File: src/rtl/core/irsw_pkg.sv
// Shared types, constants and the carrier table for the IR pulse to SPI byte core.
// No dependencies; imported by irsw_ctrl, irsw_datapath and the top level.
package irsw_pkg;

    localparam int DUR_W       = 20;
    localparam int S_TDATA_W   = 24;
    localparam int S_TUSER_W   = 2;
    localparam int M_TDATA_W   = 8;
    localparam int M_TUSER_W   = 2;
    localparam int COUNT_W     = 17;
    localparam int POS_W       = 5;
    localparam int WAVE_LENGTH = 25;
    localparam int PROD_W      = 26;
    localparam int SCALE_W     = 16;
    localparam int BITS_W      = 21;
    localparam int RECIP_W     = 27;
    localparam int RECIP_SHIFT = 36;
    localparam int FULL_W      = PROD_W + RECIP_W;

    localparam logic [DUR_W-1:0]   DUR_MAX     = 20'd1000000;
    localparam logic [PROD_W-1:0]  SCALE_NUM   = 26'd38;
    // ceil(2^36 / 1000); exact floor division for products below 2^26
    localparam logic [RECIP_W-1:0] RECIP_1000  = 27'd68719477;
    localparam logic [BITS_W-1:0]  MARK_MUL    = 21'd26;
    localparam logic [BITS_W-1:0]  SPACE_MUL   = 21'd25;
    localparam logic [POS_W-1:0]   POS_LAST    = 5'(WAVE_LENGTH - 1);

    typedef enum logic [1:0] {
        STAT_LOAD    = 2'd0,
        STAT_BYTE    = 2'd1,
        STAT_EMPTY   = 2'd2,
        STAT_REFUSED = 2'd3
    } status_t;

    typedef enum logic [1:0] {
        OP_LOAD   = 2'd0,
        OP_REFUSE = 2'd1,
        OP_PULL   = 2'd2
    } op_t;

    typedef struct packed {
        logic capture;
        logic mul;
        logic div;
        logic count;
        logic emit;
        op_t  op;
    } dp_cmd_t;

    typedef struct packed {
        logic bytes_zero;
    } dp_stat_t;

    function automatic logic [7:0] carrier_byte(input logic [POS_W-1:0] pos);
        logic [7:0] b;
        case (pos)
            5'd0:    b = 8'h00;
            5'd1:    b = 8'h0F;
            5'd2:    b = 8'hFF;
            5'd3:    b = 8'h80;
            5'd4:    b = 8'h07;
            5'd5:    b = 8'hFF;
            5'd6:    b = 8'hC0;
            5'd7:    b = 8'h03;
            5'd8:    b = 8'hFF;
            5'd9:    b = 8'hE0;
            5'd10:   b = 8'h01;
            5'd11:   b = 8'hFF;
            5'd12:   b = 8'hF0;
            5'd13:   b = 8'h00;
            5'd14:   b = 8'hFF;
            5'd15:   b = 8'hF8;
            5'd16:   b = 8'h00;
            5'd17:   b = 8'h7F;
            5'd18:   b = 8'hFC;
            5'd19:   b = 8'h00;
            5'd20:   b = 8'h3F;
            5'd21:   b = 8'hFE;
            5'd22:   b = 8'h00;
            5'd23:   b = 8'h1F;
            5'd24:   b = 8'hFF;
            default: b = 8'h00;
        endcase
        return b;
    endfunction

endpackage

File: src/rtl/core/ir_pulse_to_spi_wave_bytes_core.sv
// IR mark/space durations to SPI carrier bytes; one input beat at a time.
// Pull, or a refused load: emit step raises tvalid; no new beat taken until done.
// Load: saturate and times 38, divide by 1000 (reciprocal multiply), byte count;
// tvalid rises after the mul, div, count and emit steps; no new beat until then.
// A stalled result beat holds the sequencer in its emit step.
// Synchronous active-low reset clears the entry state; nothing is pending after it.
module ir_pulse_to_spi_wave_bytes_core (
    input  logic        aclk,
    input  logic        aresetn,
    input  logic        s_axis_tvalid,
    output logic        s_axis_tready,
    input  logic [23:0] s_axis_tdata,   // [19:0] duration_us, [23:20] zero
    input  logic [1:0]  s_axis_tuser,   // [0] action, [1] first_entry
    output logic        m_axis_tvalid,
    input  logic        m_axis_tready,
    output logic [7:0]  m_axis_tdata,   // [7:0] out_byte
    output logic [1:0]  m_axis_tuser,   // [1:0] status
    output logic        m_axis_tlast    // last_of_entry
);
    import irsw_pkg::*;

    dp_cmd_t  dp_cmd;
    dp_stat_t dp_stat;

    irsw_ctrl u_ctrl (
        .aclk          (aclk),
        .aresetn       (aresetn),
        .s_axis_tvalid (s_axis_tvalid),
        .s_axis_tready (s_axis_tready),
        .action        (s_axis_tuser[0]),
        .m_axis_tvalid (m_axis_tvalid),
        .m_axis_tready (m_axis_tready),
        .dp_stat       (dp_stat),
        .dp_cmd        (dp_cmd)
    );

    irsw_datapath u_datapath (
        .aclk    (aclk),
        .aresetn (aresetn),
        .dp_cmd  (dp_cmd),
        .dp_stat (dp_stat),
        .s_tdata (s_axis_tdata),
        .s_tuser (s_axis_tuser),
        .m_tdata (m_axis_tdata),
        .m_tuser (m_axis_tuser),
        .m_tlast (m_axis_tlast)
    );

    // only byte beats carry data or an end-of-entry mark
    assert property (@(posedge aclk) disable iff (!aresetn)
        (m_axis_tvalid && (m_axis_tuser != STAT_BYTE))
            |-> (m_axis_tdata == 8'h00 && !m_axis_tlast))
        else $error("non-byte result carries data or tlast");

    // one item in flight: no new accept right after one
    assert property (@(posedge aclk) disable iff (!aresetn)
        (s_axis_tvalid && s_axis_tready) |=> !s_axis_tready)
        else $error("input accepted while an item is in progress");

    // a result appears only out of the busy phase
    assert property (@(posedge aclk) disable iff (!aresetn)
        $rose(m_axis_tvalid) |-> $past(!s_axis_tready))
        else $error("result raised without an item in progress");

endmodule

File: src/rtl/core/irsw_ctrl.sv
// Sequencer for the IR pulse to SPI byte core: handshakes and datapath commands.
// Depends on irsw_pkg.
module irsw_ctrl (
    input  logic              aclk,
    input  logic              aresetn,
    input  logic              s_axis_tvalid,
    output logic              s_axis_tready,
    input  logic              action,
    output logic              m_axis_tvalid,
    input  logic              m_axis_tready,
    input  irsw_pkg::dp_stat_t dp_stat,
    output irsw_pkg::dp_cmd_t  dp_cmd
);
    import irsw_pkg::*;

    typedef enum logic [4:0] {
        ST_IDLE  = 5'b00001,
        ST_MUL   = 5'b00010,
        ST_DIV   = 5'b00100,
        ST_COUNT = 5'b01000,
        ST_EMIT  = 5'b10000
    } state_t;

    state_t state_reg, state_next;
    op_t    op_reg, op_next;
    logic   m_valid_reg, m_valid_next;
    logic   accept;
    logic   slot_free;
    logic   emit_fire;

    assign s_axis_tready = (state_reg == ST_IDLE);
    assign accept        = s_axis_tvalid && s_axis_tready;
    assign slot_free     = !m_valid_reg || m_axis_tready;
    assign emit_fire     = (state_reg == ST_EMIT) && slot_free;
    assign m_axis_tvalid = m_valid_reg;

    always_comb begin
        state_next = state_reg;
        op_next    = op_reg;
        unique case (state_reg)
            ST_IDLE: begin
                if (accept) begin
                    if (action) begin
                        op_next    = OP_PULL;
                        state_next = ST_EMIT;
                    end else if (!dp_stat.bytes_zero) begin
                        op_next    = OP_REFUSE;
                        state_next = ST_EMIT;
                    end else begin
                        op_next    = OP_LOAD;
                        state_next = ST_MUL;
                    end
                end
            end
            ST_MUL:   state_next = ST_DIV;
            ST_DIV:   state_next = ST_COUNT;
            ST_COUNT: state_next = ST_EMIT;
            ST_EMIT: begin
                if (slot_free) begin
                    state_next = ST_IDLE;
                end
            end
            default:  state_next = ST_IDLE;
        endcase
    end

    always_comb begin
        m_valid_next = m_valid_reg;
        if (emit_fire) begin
            m_valid_next = 1'b1;
        end else if (m_axis_tready) begin
            m_valid_next = 1'b0;
        end
    end

    always_comb begin
        dp_cmd.capture = accept;
        dp_cmd.mul     = (state_reg == ST_MUL);
        dp_cmd.div     = (state_reg == ST_DIV);
        dp_cmd.count   = (state_reg == ST_COUNT);
        dp_cmd.emit    = emit_fire;
        dp_cmd.op      = op_reg;
    end

    always_ff @(posedge aclk) begin
        if (!aresetn) begin
            state_reg   <= ST_IDLE;
            op_reg      <= OP_LOAD;
            m_valid_reg <= 1'b0;
        end else begin
            state_reg   <= state_next;
            op_reg      <= op_next;
            m_valid_reg <= m_valid_next;
        end
    end

endmodule

File: src/rtl/core/irsw_datapath.sv
// Datapath for the IR pulse to SPI byte core: duration scaling, byte counts,
// entry state and the output beat register. Depends on irsw_pkg.
module irsw_datapath (
    input  logic                                aclk,
    input  logic                                aresetn,
    input  irsw_pkg::dp_cmd_t                   dp_cmd,
    output irsw_pkg::dp_stat_t                  dp_stat,
    input  logic [irsw_pkg::S_TDATA_W-1:0]      s_tdata,
    input  logic [irsw_pkg::S_TUSER_W-1:0]      s_tuser,
    output logic [irsw_pkg::M_TDATA_W-1:0]      m_tdata,
    output logic [irsw_pkg::M_TUSER_W-1:0]      m_tuser,
    output logic                                m_tlast
);
    import irsw_pkg::*;

    logic [DUR_W-1:0]   dur_reg;
    logic               first_reg;
    logic [PROD_W-1:0]  prod_reg, prod_next;
    logic [SCALE_W-1:0] scale_reg, scale_next;
    logic [COUNT_W-1:0] bytes_left_reg, bytes_left_next;
    logic [POS_W-1:0]   wave_pos_reg, wave_pos_next;
    logic               emitting_space_reg, emitting_space_next;
    logic               next_is_space_reg, next_is_space_next;
    logic [7:0]         out_byte_reg, out_byte_next;
    status_t            out_status_reg, out_status_next;
    logic               out_last_reg, out_last_next;

    logic [DUR_W-1:0]   dur_sat;
    logic [FULL_W-1:0]  full_prod;
    logic               is_mark;
    logic [BITS_W-1:0]  mark_bits;
    logic [BITS_W-1:0]  mark_bits_m1;
    logic [BITS_W-1:0]  space_bits;
    logic [COUNT_W-1:0] count;
    logic [POS_W-1:0]   pos_inc;

    assign dp_stat.bytes_zero = (bytes_left_reg == '0);

    // scale stage 1: saturate, times 38
    assign dur_sat   = (dur_reg > DUR_MAX) ? DUR_MAX : dur_reg;
    assign prod_next = {{(PROD_W-DUR_W){1'b0}}, dur_sat} * SCALE_NUM;

    // scale stage 2: divide by 1000 through the reciprocal
    assign full_prod  = {{RECIP_W{1'b0}}, prod_reg} * {{PROD_W{1'b0}}, RECIP_1000};
    assign scale_next = full_prod[RECIP_SHIFT +: SCALE_W];

    // byte counts; a nonzero scale covers both the mark and space thresholds
    assign is_mark      = first_reg || !next_is_space_reg;
    assign mark_bits    = {{(BITS_W-SCALE_W){1'b0}}, scale_reg} * MARK_MUL;
    assign mark_bits_m1 = mark_bits - 21'd1;
    assign space_bits   = {{(BITS_W-SCALE_W){1'b0}}, scale_reg} * SPACE_MUL;

    always_comb begin
        count = '0;
        if (scale_reg != '0) begin
            if (is_mark) begin
                count = mark_bits_m1[3 +: COUNT_W];
            end else begin
                count = space_bits[3 +: COUNT_W] + 17'd1;
            end
        end
    end

    assign pos_inc = (wave_pos_reg == POS_LAST) ? '0 : wave_pos_reg + 5'd1;

    always_comb begin
        bytes_left_next     = bytes_left_reg;
        wave_pos_next       = wave_pos_reg;
        emitting_space_next = emitting_space_reg;
        next_is_space_next  = next_is_space_reg;
        out_byte_next       = out_byte_reg;
        out_status_next     = out_status_reg;
        out_last_next       = out_last_reg;

        if (dp_cmd.count) begin
            bytes_left_next     = count;
            emitting_space_next = !is_mark;
            next_is_space_next  = is_mark;
            if (is_mark) begin
                wave_pos_next = '0;
            end
        end

        if (dp_cmd.emit) begin
            out_byte_next = 8'h00;
            out_last_next = 1'b0;
            case (dp_cmd.op)
                OP_LOAD:   out_status_next = STAT_LOAD;
                OP_REFUSE: out_status_next = STAT_REFUSED;
                OP_PULL: begin
                    if (bytes_left_reg == '0) begin
                        out_status_next = STAT_EMPTY;
                    end else begin
                        out_status_next = STAT_BYTE;
                        out_byte_next   = emitting_space_reg ? 8'h00
                                                             : carrier_byte(wave_pos_reg);
                        out_last_next   = (bytes_left_reg == 17'd1);
                        bytes_left_next = bytes_left_reg - 17'd1;
                        wave_pos_next   = pos_inc;
                    end
                end
                default:   out_status_next = STAT_EMPTY;
            endcase
        end
    end

    always_ff @(posedge aclk) begin
        if (!aresetn) begin
            bytes_left_reg     <= '0;
            wave_pos_reg       <= '0;
            emitting_space_reg <= 1'b0;
            next_is_space_reg  <= 1'b0;
        end else begin
            bytes_left_reg     <= bytes_left_next;
            wave_pos_reg       <= wave_pos_next;
            emitting_space_reg <= emitting_space_next;
            next_is_space_reg  <= next_is_space_next;
        end
    end

    always_ff @(posedge aclk) begin
        if (dp_cmd.capture) begin
            dur_reg   <= s_tdata[DUR_W-1:0];
            first_reg <= s_tuser[1];
        end
        if (dp_cmd.mul) begin
            prod_reg <= prod_next;
        end
        if (dp_cmd.div) begin
            scale_reg <= scale_next;
        end
        out_byte_reg   <= out_byte_next;
        out_status_reg <= out_status_next;
        out_last_reg   <= out_last_next;
    end

    assign m_tdata = out_byte_reg;
    assign m_tuser = out_status_reg;
    assign m_tlast = out_last_reg;

endmodule
File: config.mk
export PLATFORM = sky130hd
export DESIGN_NAME = ir_pulse_to_spi_wave_bytes_core
export DESIGN_NICKNAME = d
export VERILOG_FILES = /design/src/rtl/core/irsw_pkg.sv /design/src/rtl/core/ir_pulse_to_spi_wave_bytes_core.sv /design/src/rtl/core/irsw_ctrl.sv /design/src/rtl/core/irsw_datapath.sv
export SDC_FILE = /design/constraint.sdc
export NUM_CORES = 1
export LEC_CHECK = 0
export BUFFER_PORTS_ARGS = -buffer_cell sky130_fd_sc_hd__buf_2
export CORE_ASPECT_RATIO = 0.9
export CORE_MARGIN = 1
export CORE_UTILIZATION = 40
export CTS_CLUSTER_DIAMETER = 80
export DETAILED_ROUTE_END_ITERATION = 8
export MAX_ROUTING_LAYER = met4
export PLACE_DENSITY = 0.61
export SYNTH_ARGS = -nofsm -noshare
export SYNTH_HDL_FRONTEND = slang
export SYNTH_SLANG_ARGS = --single-unit
export TNS_END_PERCENT = 100
File: constraint.sdc
create_clock -name aclk -period 7.4 [get_ports aclk]
set_clock_uncertainty 0.15 [all_clocks]
set_input_delay 0 -clock aclk [delete_from_list [all_inputs] [get_ports aclk]]
set_output_delay 0 -clock aclk [all_outputs]
set_load 0.05 [all_outputs]
==> run metrics <==
status complete, no violations; global-route wire length before repair 71,000 um; post-synthesis sequential area ratio 0.145; CP Max Fanout 4; vias per cell between 4 and 5; post-route ant nets 0; max reg flops 25; top post-synthesis cells by count 558 x inv_1, 389 x ha_1, 246 x fa_1; # IOs 43; Async SR Flop Fraction 0; Root Driver clkbuf_16; Cells after Synth 2,088; CP Launch Type flip-flop; area post-placement roughly 21,000 um2; clock latency at the later pin of the worst-skew pair 380 ps; peak supply drop around 0.18 mV; top_reg_cell synth edfxtp_1; drt total wl 43,300 um; WS Path Type flip-flop to flip-flop; Post-layout nets approximately 2,800; share of the synthesized area in the top cell type 0.252; Core ar. 48,000 um2; Global Route Usage Sum 0.185; CTS tree done; Num CTS Buffers 9; CTS H-tree lvls 3; CP Capture Type flip-flop; Post-Synthesis Cell Area 19,500 um2; setup_tns 0 ps; post-route cell area 21,300 um2; routing usage on met3 0.0222; vias in the first global route 14,104; Pleak between 10 and 15 nW; Worst EP arrival 7030 ps; Ys Warns 0; Worst Path Required 7380 ps; total clock sinks 105; most frequent cell after synthesis inv_1; Tcrit/Tclk final 0.952; via count 13,768; die width 235 um; layout cell share with drive strength beyond 1 0.0617; Layout area overhead 9.29%; Hold Fails Final Rpt 0; die area 49,700 um2; Core Util, Final 0.444; Overflow after GRT 0; number of setup violations in the final report 0; wire per inst ~15 um; row cnt 76; DP Wirelength 37,900 um; Initial DRT Pass Iterations 5; diode count 0; Yosys reg bits 105; GR Util met1 0.244; max_slew headroom 0.319; fmax 0.142 GHz; number of synthesized flops with an enable pin 73; CTS Buffer Depth 2; largest net degree at the start of global routing 28; Mapped Nets 2,753; Die H 211 um; Slew Viols, Final 0; Starting Density 0.406; DRT iter0 DRCs between 700 and 800; Final WS setup 353 ps; fin crit period 7050 ps; Synth area leaders fa_1 25%, ha_1 25%, edfxtp_1 11%, inv_1 11%, dfxtp_1 3.3%; GPL Wtd Cong roughly 0.93; initial antenna violation count 0; hold_ws approximately 170 ps; clock transition at the registers of the reported paths 80 ps; average cell area after synthesis 9.34 um2; # DRC 0; Max Cap Viol 0; area leader, netlist fa_1; GRT Max-Usage Layer met2; GR Layer Usage met2 0.304; unique cell type count in the Yosys netlist 85; hold crit path type input port to flip-flop; pwr/cell area 227 nW/um2; worst slack, placed 133 ps; PortBufs 38; Worst-Margin Slew 1020 ps
[layout by cell type, fill, tap and decap left out, types with 4 or more instances in the layout]
cell type / synthesis / routed
clkbuf_16: 0 / 10
a21oi_1: 97 / 97
o21bai_1: 9 / 9
o211ai_1: 11 / 11
nand3_1: 25 / 25
ha_1: 389 / 386
a221oi_1: 4 / 4
nand4_1: 15 / 15
buf_2: 2 / 38
dfxtp_1: 32 / 32
fa_1: 246 / 246
or3_1: 4 / 4
o22ai_1: 6 / 6
a211oi_1: 12 / 12
nor2_1: 96 / 96
buf_4: 2 / 45
xnor2_1: 58 / 58
or2_2: 9 / 9
nor4_1: 10 / 10
a31oi_1: 12 / 12
nand2_1: 91 / 91
nand2b_1: 17 / 17
nor3b_1: 4 / 4
o31a_1: 8 / 8
o21a_1: 7 / 7
inv_1: 558 / 558
a21boi_0: 5 / 5
nor2b_1: 16 / 16
edfxtp_1: 73 / 73
nor3_1: 26 / 26
and2_1: 8 / 8
xor2_1: 36 / 36
and3_1: 13 / 13
nand3b_1: 6 / 6
dlygate4sd3_1: 0 / 26
a21o_1: 35 / 35
o21ai_0: 52 / 52
[routing by layer]
metal  up-vias  wire, um  part of all wire
met1      6545     21100              0.49
li1       6922         -                 -
met2       260     20100              0.46
met3        41      1430             0.033
met5         -         0                 0
met4         0       731             0.017
[logic make-up after synthesis]
| kind of cell | Yosys count | synth area share |
|---|---|---|
| compound gates | 303 | 0.102 |
| xor+xnor | 94 | 0.0422 |
| fa+ha+maj | 635 | 0.502 |
| buf+inv | 587 | 0.114 |
| flops | 105 | 0.145 |
| mux | 3 | 0.00154 |
| simple gates | 361 | 0.0931 |
[worst paths after layout]
path / start / to / slack [ps] / cells after the start
max: u_datapath.prod_reg[15]$_DFFE_PP_ / u_datapath.scale_reg[15]$_DFFE_PN_ / 350 / 24
min: s_axis_tdata[4] / u_datapath.dur_reg[4]$_DFFE_PP_ / 170 / 2
max reg2reg: u_datapath.prod_reg[15]$_DFFE_PP_ / u_datapath.scale_reg[15]$_DFFE_PN_ / 350 / 24
min reg2reg: u_datapath.emitting_space_reg$_SDFFE_PN0N_ / u_datapath.emitting_space_reg$_SDFFE_PN0N_ / 340 / 2
[report_power, final]
| group | internal, mW | leakage (nW) | switching (mW) |
|---|---|---|---|
| Combinational | 1.56 | 9.90 | 2.03 |
| Sequential | 0.719 | 0.937 | 0.0146 |
| Clock | 0.263 | 0.154 | 0.254 |
| Total | 2.54 | 11.0 | 2.30 |
[through the flow]
step	power (mW)	std cells
2_1_floorplan	3.37	2088
3_3_place_gp	4.15	2763
3_5_place_dp	4.23	2763
4_1_cts	4.80	2805
5_1_grt	5.38	2811
6_report	4.84	2811
[area by class of cell]
class	instances	area (um2)
tap	624	781
inverter	560	2100
timing repair buffer	110	800
sequential	105	2830
clock inverter	5	42.5
fill	4567	26700
clock buffer	11	264
multi-input combinational	1396	14500
[critical path: stages, from the launching register on]
cell,delay (ps)
edfxtp_1,500
buf_6,190
ha_4,290
inv_1,60
fa_1,530
inv_1,50
fa_1,520
fa_1,430
fa_1,490
fa_1,600
inv_1,80
fa_1,530
inv_1,40
ha_1,330
a21oi_1,70
o21ai_0,190
a21oi_1,80
and3_1,190
or4_4,540
a21boi_2,190
a31oi_1,110
buf_4,160
o211ai_1,210
a31oi_1,130
xnor2_1,130
[repair_timing]
| item | 4_1_cts | 5_1_grt |
|---|---|---|
| resized for setup | 0 | 8 |
| hold buffers | 26 | 0 |
| buffers inserted | 0 | 6 |
| endpoints found under the hold margin | 33 | 0 |
| endpoints found under the setup margin | 0 | 5 |
(Power assumes the default switching activity.)
